## src/rtl/tpqs_pkg.sv

```systemverilog
// Shared types and codes for the two-class packet queue scheduler.
// No dependencies; used by rtl/two_class_packet_queue_scheduler.sv.
`default_nettype none

package tpqs_pkg;

  // Request kinds (low bit of s_tuser)
  localparam logic OP_ENQUEUE = 1'b0;
  localparam logic OP_DEQUEUE = 1'b1;

  // Result status codes
  typedef enum logic [2:0] {
    ST_QUEUED      = 3'd0,
    ST_QUEUED_DROP = 3'd1,
    ST_INVALID     = 3'd2,
    ST_HIGH_FULL   = 3'd3,
    ST_DEQUEUED    = 3'd4,
    ST_EMPTY       = 3'd5
  } status_t;

  // Sequencer states
  typedef enum logic {
    S_IDLE = 1'b0,
    S_READ = 1'b1
  } state_t;

  localparam int LEN_BITS     = 12;
  localparam int OUT_TAG_BITS = 16;
  localparam int DROP_BITS    = 32;
  localparam int BURST_BITS   = 4;
  localparam logic [BURST_BITS-1:0] BURST_MAX = 4'd15;

endpackage

`default_nettype wire

```

## src/rtl/two_class_packet_queue_scheduler.sv

```systemverilog
// Top level of the two-class packet descriptor queue with strict priority,
// starvation limit and drop-oldest overflow. Uses tpqs_pkg and tpqs_ram.
`default_nettype none

// Channel    Dir  Handshake          Payload (low bit first)
// ---------  ---  -----------------  ----------------------------------------------
// s_*        in   s_tvalid/s_tready  tuser: opcode, urgent
//                                    tdata: packet_tag[16], packet_length[12], pad[4]
// m_*        out  m_tvalid/m_tready  tuser: status[3], out_high
//                                    tdata: out_tag[16], out_length[12],
//                                           high_drop_total[32], normal_drop_total[32], pad
// cfg_*      in   cfg_valid/cfg_ready cfg_data: link_enable (always ready)
//
// An enqueue request, or a dequeue that finds both queues empty, produces its result
// directly; a dequeue that pops a packet passes through S_READ, since the descriptor
// stores register their read data. A dequeue holds s_tready low while in S_READ.
// A result sits in a one-entry result stage ahead of the output register,
// so a new request is taken while the output register waits on m_tready.
// Reset (rst, synchronous) empties both queues and clears counters and the
// enable; store contents are left as they are and never read unwritten.

module two_class_packet_queue_scheduler #(
  parameter int HIGH_DEPTH       = 16,
  parameter int NORMAL_DEPTH     = 32,
  parameter int BURST_LIMIT      = 8,
  parameter int MAX_PACKET_BYTES = 280,
  parameter int TAG_BITS         = 16
) (
  input  wire logic        clk,
  input  wire logic        rst,
  // request stream
  input  wire logic        s_tvalid,
  output logic             s_tready,
  input  wire logic [1:0]  s_tuser,  // [0] opcode, [1] urgent
  input  wire logic [31:0] s_tdata,  // [15:0] packet_tag, [27:16] packet_length, [31:28] zero
  // result stream
  output logic             m_tvalid,
  input  wire logic        m_tready,
  output logic [3:0]       m_tuser,  // [2:0] status, [3] out_high
  output logic [95:0]      m_tdata,  // [15:0] out_tag, [27:16] out_length,
                                     // [59:28] high_drop_total, [91:60] normal_drop_total,
                                     // [95:92] zero
  // configuration write
  input  wire logic        cfg_valid,
  output logic             cfg_ready,
  input  wire logic        cfg_data  // link_enable
);

  localparam int LB   = tpqs_pkg::LEN_BITS;
  localparam int OTB  = tpqs_pkg::OUT_TAG_BITS;
  localparam int DB   = tpqs_pkg::DROP_BITS;
  localparam int BB   = tpqs_pkg::BURST_BITS;
  localparam int DW   = TAG_BITS + LB;
  localparam int HAW  = HIGH_DEPTH > 1 ? $clog2(HIGH_DEPTH) : 1;
  localparam int NAW  = NORMAL_DEPTH > 1 ? $clog2(NORMAL_DEPTH) : 1;
  localparam int HCW  = $clog2(HIGH_DEPTH + 1);
  localparam int NCW  = $clog2(NORMAL_DEPTH + 1);

  // ---------------------------------------------------------------- state
  tpqs_pkg::state_t state, state_next;

  logic           link_enable;
  logic [HCW-1:0] high_count;
  logic [NCW-1:0] normal_count;
  logic [HAW-1:0] high_rd, high_wr;
  logic [NAW-1:0] normal_rd, normal_wr;
  logic [BB-1:0]  burst_count;
  logic [DB-1:0]  high_drops, normal_drops;
  logic           read_high;      // pending dequeue reads the high store

  // result stage
  logic                    res_valid;
  tpqs_pkg::status_t       res_status;
  logic [OTB-1:0]          res_tag;
  logic [LB-1:0]           res_len;
  logic                    res_high;
  logic [DB-1:0]           res_hdrop, res_ndrop;

  // output register
  tpqs_pkg::status_t       out_status;
  logic [OTB-1:0]          out_tag;
  logic [LB-1:0]           out_len;
  logic                    out_high;
  logic [DB-1:0]           out_hdrop, out_ndrop;

  // ---------------------------------------------------------------- decode
  logic           in_op, in_hi;
  logic [15:0]    in_tag;
  logic [LB-1:0]  in_len;
  logic           accept, is_enq, enq_ok;
  logic           high_full, normal_full, high_ne, normal_ne, burst_hit;
  logic           sel_high, sel_normal;
  logic           h_push, h_reject, n_push, n_drop, h_pop, n_pop, deq_empty;
  logic           read_phase, out_load, produce;
  logic [DW-1:0]  wdata, h_rdata, n_rdata, rd_sel;
  logic [DB-1:0]  high_drops_next, normal_drops_next;

  assign in_op  = s_tuser[0];
  assign in_hi  = s_tuser[1];
  assign in_tag = s_tdata[15:0];
  assign in_len = s_tdata[27:16];

  assign accept  = s_tvalid && s_tready;
  assign is_enq  = (in_op == tpqs_pkg::OP_ENQUEUE);
  assign enq_ok  = link_enable && (in_len != '0) && (in_len <= LB'(MAX_PACKET_BYTES));

  assign high_full   = (high_count == HCW'(HIGH_DEPTH));
  assign normal_full = (normal_count == NCW'(NORMAL_DEPTH));
  assign high_ne     = (high_count != '0);
  assign normal_ne   = (normal_count != '0);
  assign burst_hit   = (burst_count >= BB'(BURST_LIMIT));

  // Starvation limit: a full burst yields to a waiting normal packet.
  assign sel_normal = normal_ne && (burst_hit || !high_ne);
  assign sel_high   = high_ne && !(burst_hit && normal_ne);

  assign h_push    = accept && is_enq && enq_ok && in_hi && !high_full;
  assign h_reject  = accept && is_enq && enq_ok && in_hi && high_full;
  assign n_push    = accept && is_enq && enq_ok && !in_hi;
  assign n_drop    = n_push && normal_full;   // overwrite the oldest entry
  assign h_pop     = accept && !is_enq && sel_high;
  assign n_pop     = accept && !is_enq && sel_normal;
  assign deq_empty = accept && !is_enq && !sel_high && !sel_normal;

  assign wdata = {in_len, TAG_BITS'(in_tag)};

  assign high_drops_next   = (h_reject && high_drops != '1) ? high_drops + DB'(1) : high_drops;
  assign normal_drops_next = (n_drop && normal_drops != '1) ? normal_drops + DB'(1)
                                                            : normal_drops;

  assign out_load = res_valid && (!m_tvalid || m_tready);
  assign produce  = (accept && is_enq) || deq_empty || read_phase;
  assign rd_sel   = read_high ? h_rdata : n_rdata;

  // ---------------------------------------------------------------- stores
  tpqs_ram #(.DEPTH(HIGH_DEPTH), .WIDTH(DW)) u_high_ram (
    .clk   (clk),
    .we    (h_push),
    .waddr (high_wr),
    .wdata (wdata),
    .re    (h_pop),
    .raddr (high_rd),
    .rdata (h_rdata)
  );

  tpqs_ram #(.DEPTH(NORMAL_DEPTH), .WIDTH(DW)) u_normal_ram (
    .clk   (clk),
    .we    (n_push),
    .waddr (normal_wr),
    .wdata (wdata),
    .re    (n_pop),
    .raddr (normal_rd),
    .rdata (n_rdata)
  );

  // ---------------------------------------------------------------- sequencer
  always_comb begin
    state_next = state;
    unique case (state)
      tpqs_pkg::S_IDLE: begin
        if (h_pop || n_pop) begin
          state_next = tpqs_pkg::S_READ;
        end
      end
      tpqs_pkg::S_READ: begin
        state_next = tpqs_pkg::S_IDLE;
      end
      default: state_next = tpqs_pkg::S_IDLE;
    endcase
  end

  always_comb begin
    s_tready   = 1'b0;
    read_phase = 1'b0;
    unique case (state)
      tpqs_pkg::S_IDLE: s_tready   = !res_valid || out_load;
      tpqs_pkg::S_READ: read_phase = 1'b1;
      default: begin
        s_tready   = 1'b0;
        read_phase = 1'b0;
      end
    endcase
  end

  assign cfg_ready = 1'b1;

  // ---------------------------------------------------------------- control regs
  always_ff @(posedge clk) begin
    if (rst) begin
      state          <= tpqs_pkg::S_IDLE;
      link_enable    <= 1'b0;
      high_count     <= '0;
      normal_count   <= '0;
      high_rd        <= '0;
      high_wr        <= '0;
      normal_rd      <= '0;
      normal_wr      <= '0;
      burst_count    <= '0;
      high_drops     <= '0;
      normal_drops   <= '0;
      read_high      <= 1'b0;
      res_valid      <= 1'b0;
      m_tvalid       <= 1'b0;
    end else begin
      state <= state_next;
      if (cfg_valid && cfg_ready) begin
        link_enable <= cfg_data;
      end

      // high queue: push and pop never share a request
      if (h_push) begin
        high_count <= high_count + HCW'(1);
        high_wr    <= (high_wr == HAW'(HIGH_DEPTH - 1)) ? '0 : high_wr + HAW'(1);
      end else if (h_pop) begin
        high_count <= high_count - HCW'(1);
      end
      if (h_pop) begin
        high_rd <= (high_rd == HAW'(HIGH_DEPTH - 1)) ? '0 : high_rd + HAW'(1);
      end

      // normal queue: on overflow the count holds and the read side advances
      if (n_push) begin
        normal_wr <= (normal_wr == NAW'(NORMAL_DEPTH - 1)) ? '0 : normal_wr + NAW'(1);
        if (!normal_full) begin
          normal_count <= normal_count + NCW'(1);
        end
      end else if (n_pop) begin
        normal_count <= normal_count - NCW'(1);
      end
      if (n_pop || n_drop) begin
        normal_rd <= (normal_rd == NAW'(NORMAL_DEPTH - 1)) ? '0 : normal_rd + NAW'(1);
      end

      if (h_pop) begin
        if (burst_count != tpqs_pkg::BURST_MAX) begin
          burst_count <= burst_count + BB'(1);
        end
      end else if (n_pop) begin
        burst_count <= '0;
      end

      high_drops   <= high_drops_next;
      normal_drops <= normal_drops_next;

      if (h_pop || n_pop) begin
        read_high <= h_pop;
      end

      res_valid <= produce || (res_valid && !out_load);
      if (out_load) begin
        m_tvalid <= 1'b1;
      end else if (m_tready) begin
        m_tvalid <= 1'b0;
      end
    end
  end

  // ---------------------------------------------------------------- payload regs
  always_ff @(posedge clk) begin
    if (produce) begin
      res_hdrop <= high_drops_next;
      res_ndrop <= normal_drops_next;
      if (read_phase) begin
        res_status <= tpqs_pkg::ST_DEQUEUED;
        res_tag    <= OTB'(rd_sel[TAG_BITS-1:0]);
        res_len    <= rd_sel[DW-1:TAG_BITS];
        res_high   <= read_high;
      end else begin
        res_tag  <= '0;
        res_len  <= '0;
        res_high <= 1'b0;
        if (deq_empty) begin
          res_status <= tpqs_pkg::ST_EMPTY;
        end else if (!enq_ok) begin
          res_status <= tpqs_pkg::ST_INVALID;
        end else if (h_reject) begin
          res_status <= tpqs_pkg::ST_HIGH_FULL;
        end else if (n_drop) begin
          res_status <= tpqs_pkg::ST_QUEUED_DROP;
        end else begin
          res_status <= tpqs_pkg::ST_QUEUED;
        end
      end
    end
    if (out_load) begin
      out_status <= res_status;
      out_tag    <= res_tag;
      out_len    <= res_len;
      out_high   <= res_high;
      out_hdrop  <= res_hdrop;
      out_ndrop  <= res_ndrop;
    end
  end

  assign m_tuser = {out_high, out_status};
  assign m_tdata = {4'b0000, out_ndrop, out_hdrop, out_len, out_tag};

  // ---------------------------------------------------------------- checks
  a_high_bound: assert property (@(posedge clk) disable iff (rst)
    high_count <= HCW'(HIGH_DEPTH))
    else $error("high queue count above depth");

  a_normal_bound: assert property (@(posedge clk) disable iff (rst)
    normal_count <= NCW'(NORMAL_DEPTH))
    else $error("normal queue count above depth");

  a_read_stage_free: assert property (@(posedge clk) disable iff (rst)
    read_phase |-> !res_valid)
    else $error("result stage occupied during store read");

  a_enq_result: assert property (@(posedge clk) disable iff (rst)
    (accept && is_enq) |=> res_valid)
    else $error("enqueue request produced no result");

endmodule

`default_nettype wire

```

## src/rtl/tpqs_ram.sv

```systemverilog
// Simple dual-port descriptor store: one write port, one read port,
// read data registered. No dependencies.
`default_nettype none

module tpqs_ram #(
  parameter int DEPTH = 16,
  parameter int WIDTH = 28
) (
  input  wire logic                                  clk,
  input  wire logic                                  we,
  input  wire logic [(DEPTH > 1 ? $clog2(DEPTH) : 1)-1:0] waddr,
  input  wire logic [WIDTH-1:0]                      wdata,
  input  wire logic                                  re,
  input  wire logic [(DEPTH > 1 ? $clog2(DEPTH) : 1)-1:0] raddr,
  output logic      [WIDTH-1:0]                      rdata
);

  logic [WIDTH-1:0] mem [DEPTH];

  always_ff @(posedge clk) begin
    if (we) begin
      mem[waddr] <= wdata;
    end
  end

  always_ff @(posedge clk) begin
    if (re) begin
      rdata <= mem[raddr];
    end
  end

endmodule

`default_nettype wire
```

## config.mk

```make
export PLATFORM = sky130hd
export DESIGN_NAME = two_class_packet_queue_scheduler
export DESIGN_NICKNAME = d
export VERILOG_FILES = /design/src/rtl/tpqs_pkg.sv /design/src/rtl/two_class_packet_queue_scheduler.sv /design/src/rtl/tpqs_ram.sv
export SDC_FILE = /design/constraint.sdc
export NUM_CORES = 2
export LEC_CHECK = 0
export BUFFER_PORTS_ARGS = -buffer_cell sky130_fd_sc_hd__buf_2
export CAP_MARGIN = 20
export CORE_MARGIN = 1
export CORE_UTILIZATION = 40
export DETAILED_ROUTE_END_ITERATION = 6
export PLACE_DENSITY_LB_ADDON = 0.05
export SETUP_SLACK_MARGIN = 0.02
export SLEW_MARGIN = 15
export SYNTH_ARGS = -nofsm -noshare
export SYNTH_HDL_FRONTEND = slang
export SYNTH_SLANG_ARGS = --single-unit
```

## constraint.sdc

```tcl
create_clock -name clk -period 20.9 [get_ports clk]
set_input_delay 3.135 -clock clk [delete_from_list [all_inputs] [get_ports clk]]
set_output_delay 3.135 -clock clk [all_outputs]
set_load 0.005 [all_outputs]
```

==> impl_metrics.ini <==
[critical_path]
worstPathArrival_ps = 3930
criticalPathCategory = in -> out
reg2regPathDepth = 7
required_ps = 17770
cp_max_fo = 6
cp-end-kind = output pin
ff2ff_setup_slack_ps = 16730
startpoint_type = input pin

[drt]
antenna_left = 0
viasPerCell = 5.41
drcViolationCount = 0
routedWlPerCell_um = 27.7
vias = 29990
routed_wl_um = 154000
dr.pass1.iters = 5
drt-initial-drc-count = 2066

[clock_network]
postCtsHoldBufs = 0
cts_buffers = 180
cts_tree = yes
post-cts-setup-buffers = 0
clk_transition_reported_paths_ps = 60
clock_path_buffers = 3
cts-resized-gates = 0
clk_latency_ps = 800
h-tree-depth = 4
clock-sinks = 1694
cts_root_buffer = clkbuf_16

[yosys]
synthCells = 2986
synth_cell_types = 58
yosys.area.top_type_share_pct = 74.0
async_reset_ff_share_pct = 0
synth_area_um2 = 64600
synth_area_leaders = edfxtp_1 74%, mux4_2 15%, dfxtp_1 3.2%
synth_edf_count = 1592
synth_largest_area_cell = edfxtp_1
synth_flop_cell = edfxtp_1
avgSynthCellArea_um2 = 21.6
yosysWarningCount = 0
ys_seq_elements = 1694
yosysSeqAreaShare_pct = 77.1

[placed_design]
finalWeightedCongestion = 0.783
pre_cts_ws_ps = 13200
io_buffers = 133
place_inst = 5223
hpwl_um = 82800

[cells_and_area]
finalCoreUtilization_pct = 46.1
areaGrowthSynthToFinish_pct = 14.5
antenna_cells = 0
layout_commonest_cell = edfxtp_1
drive_above_1_share_pct = 29.4
layout_common_cells = 1592 x edfxtp_1, 420 x mux4_2, 184 x clkbuf_16, 133 x buf_2, 92 x dfxtp_1
instances_no_fill = 5546
fin_nets = 3311

[sta]
post-route-period-util_pct = 33.8
hold_viol = 0
tightestPinTransition_ps = 1130
setup_viol = 0
finalHoldWorstSlack_ps = 416
slew_viol_final = 0
max_freq_mhz = 142
skew_ps = 28.3
fin_crit_ps = 7060
rsz0062_at_grt = no
fin_ws_ps = 13840
max-slew-margin-rel_pct = 24.9
fin_setup_tns_ps = 0

[hold_path]
whs_path_depth = 0
worstHoldPathType = reg -> reg

[pwr]
ir_drop_uv = 88.7
total_leakage_power_nw = 22.9
cellPowerDensity_nw_per_um2 = 106

[die]
initial_utilization_pct = 40.3
die-area_um2 = 163000
coreArea_um2 = 161000
pin_count = 143
die_w_um = 404
die_y_um = 404
core.rowCount = 147

[global_routing]
first_global_vias = 31381
grt_overflow = 0
antenna_found_initial = 3
grt_pass1_wl_um = 221000
grtUsageTotal_pct = 19.0
grt_max_degree = 122

[status]
outcome = complete, no violations

[run]
cap_violations = 0
==> final timing paths <==
| kind | start | endpoint |
|---|---|---|
| setup / recovery | m_tready | s_tready |
| hold / removal | res_hdrop[2]$_DFFE_PP_ | out_hdrop[2]$_DFFE_PP_ |
| setup reg to reg | link_enable$_SDFFE_PP0P_ | u_normal_ram.mem[3][12]$_DFFE_PP_ |
| hold reg to reg | res_hdrop[2]$_DFFE_PP_ | out_hdrop[2]$_DFFE_PP_ |
==> power breakdown <==
group / switching [mW] / total (mW) / internal, mW / leakage [nW]
logic: 0.442 / 0.786 / 0.344 / 4.92
registers: 0.0928 / 4.08 / 3.98 / 15.3
clock network: 1.28 / 2.97 / 1.69 / 2.67
total: 1.82 / 7.83 / 6.02 / 22.9
==> critical path, stage by stage <==
cell and delay [ps]:
buf_2 130, and3b_1 270, nor2_1 230, buf_2 170
==> stage by stage <==
stage / area [µm²] / power, mW
final: 74000 / 7.83
after global routing: 74000 / 8.14
after CTS: 74000 / 7.95
after detailed placement: 68500 / 4.96
after global placement: 68500 / 4.94
after floorplan: 64600 / 4.67
==> cell usage after synthesis (3+ instances only) <==
master	number
o21ai_0	17
nor2b_1	43
mux4_2	420
nor2_1	102
buf_4	6
ha_1	24
nand2_1	70
nor4_1	21
and3_1	14
buf_2	9
a31oi_1	5
mux2_2	45
or3_1	13
a211oi_1	3
inv_1	25
nand3b_1	7
xor2_1	40
and4_1	6
mux2i_1	34
xnor2_1	28
nand2b_1	4
edfxtp_1	1592
dfxtp_1	102
a21o_1	4
nor4b_1	5
buf_1	32
and2_1	48
nor3_1	33
a21oi_1	36
clkbuf_1	96
nand4_1	23
nand3_1	43
==> area by class of cell <==
cell class / count / area (µm²)
clock buffer: 234 / 4850
clock inverter: 89 / 627
fill: 13430 / 86600
inverter: 27 / 101
multi-input combinational: 1125 / 14500
sequential: 1694 / 49900
tap: 2160 / 2700
timing repair buffer: 217 / 1320
==> sequential cells by signal (all words and copies together) (netlist names), 6 cells and up <==
name and flops:
u_normal_ram.mem 896, u_high_ram.mem 448, high_drops 32, normal_drops 32
out_hdrop 32, out_ndrop 32, res_hdrop 32, res_ndrop 32
u_high_ram.rdata 28, u_normal_ram.rdata 28, out_tag 16, res_tag 16
out_len 12, res_len 12, normal_count 6
==> logic make-up after synthesis <==
group | count (synthesis) | synth area share (%)
compound gates | 78 | 0.726
xor+xnor | 68 | 0.921
fa+ha+maj | 26 | 0.527
buf+inv | 170 | 1.04
flops | 1694 | 77.1
mux | 500 | 16.0
other cells | 2 | 0.0116
simple gates | 448 | 3.69
==> routing by layer <==
layer / vias to the layer above / track usage, % / share of wire [%]
met1: 16236 / 26.8 / 45
met5: - / 0 / 0.0085
li1: 12855 / - / -
met2: 688 / 31.0 / 49
met4: 2 / 4.78 / 2.0
met3: 209 / 3.00 / 3.8
Power figures use the tool's default switching activity.
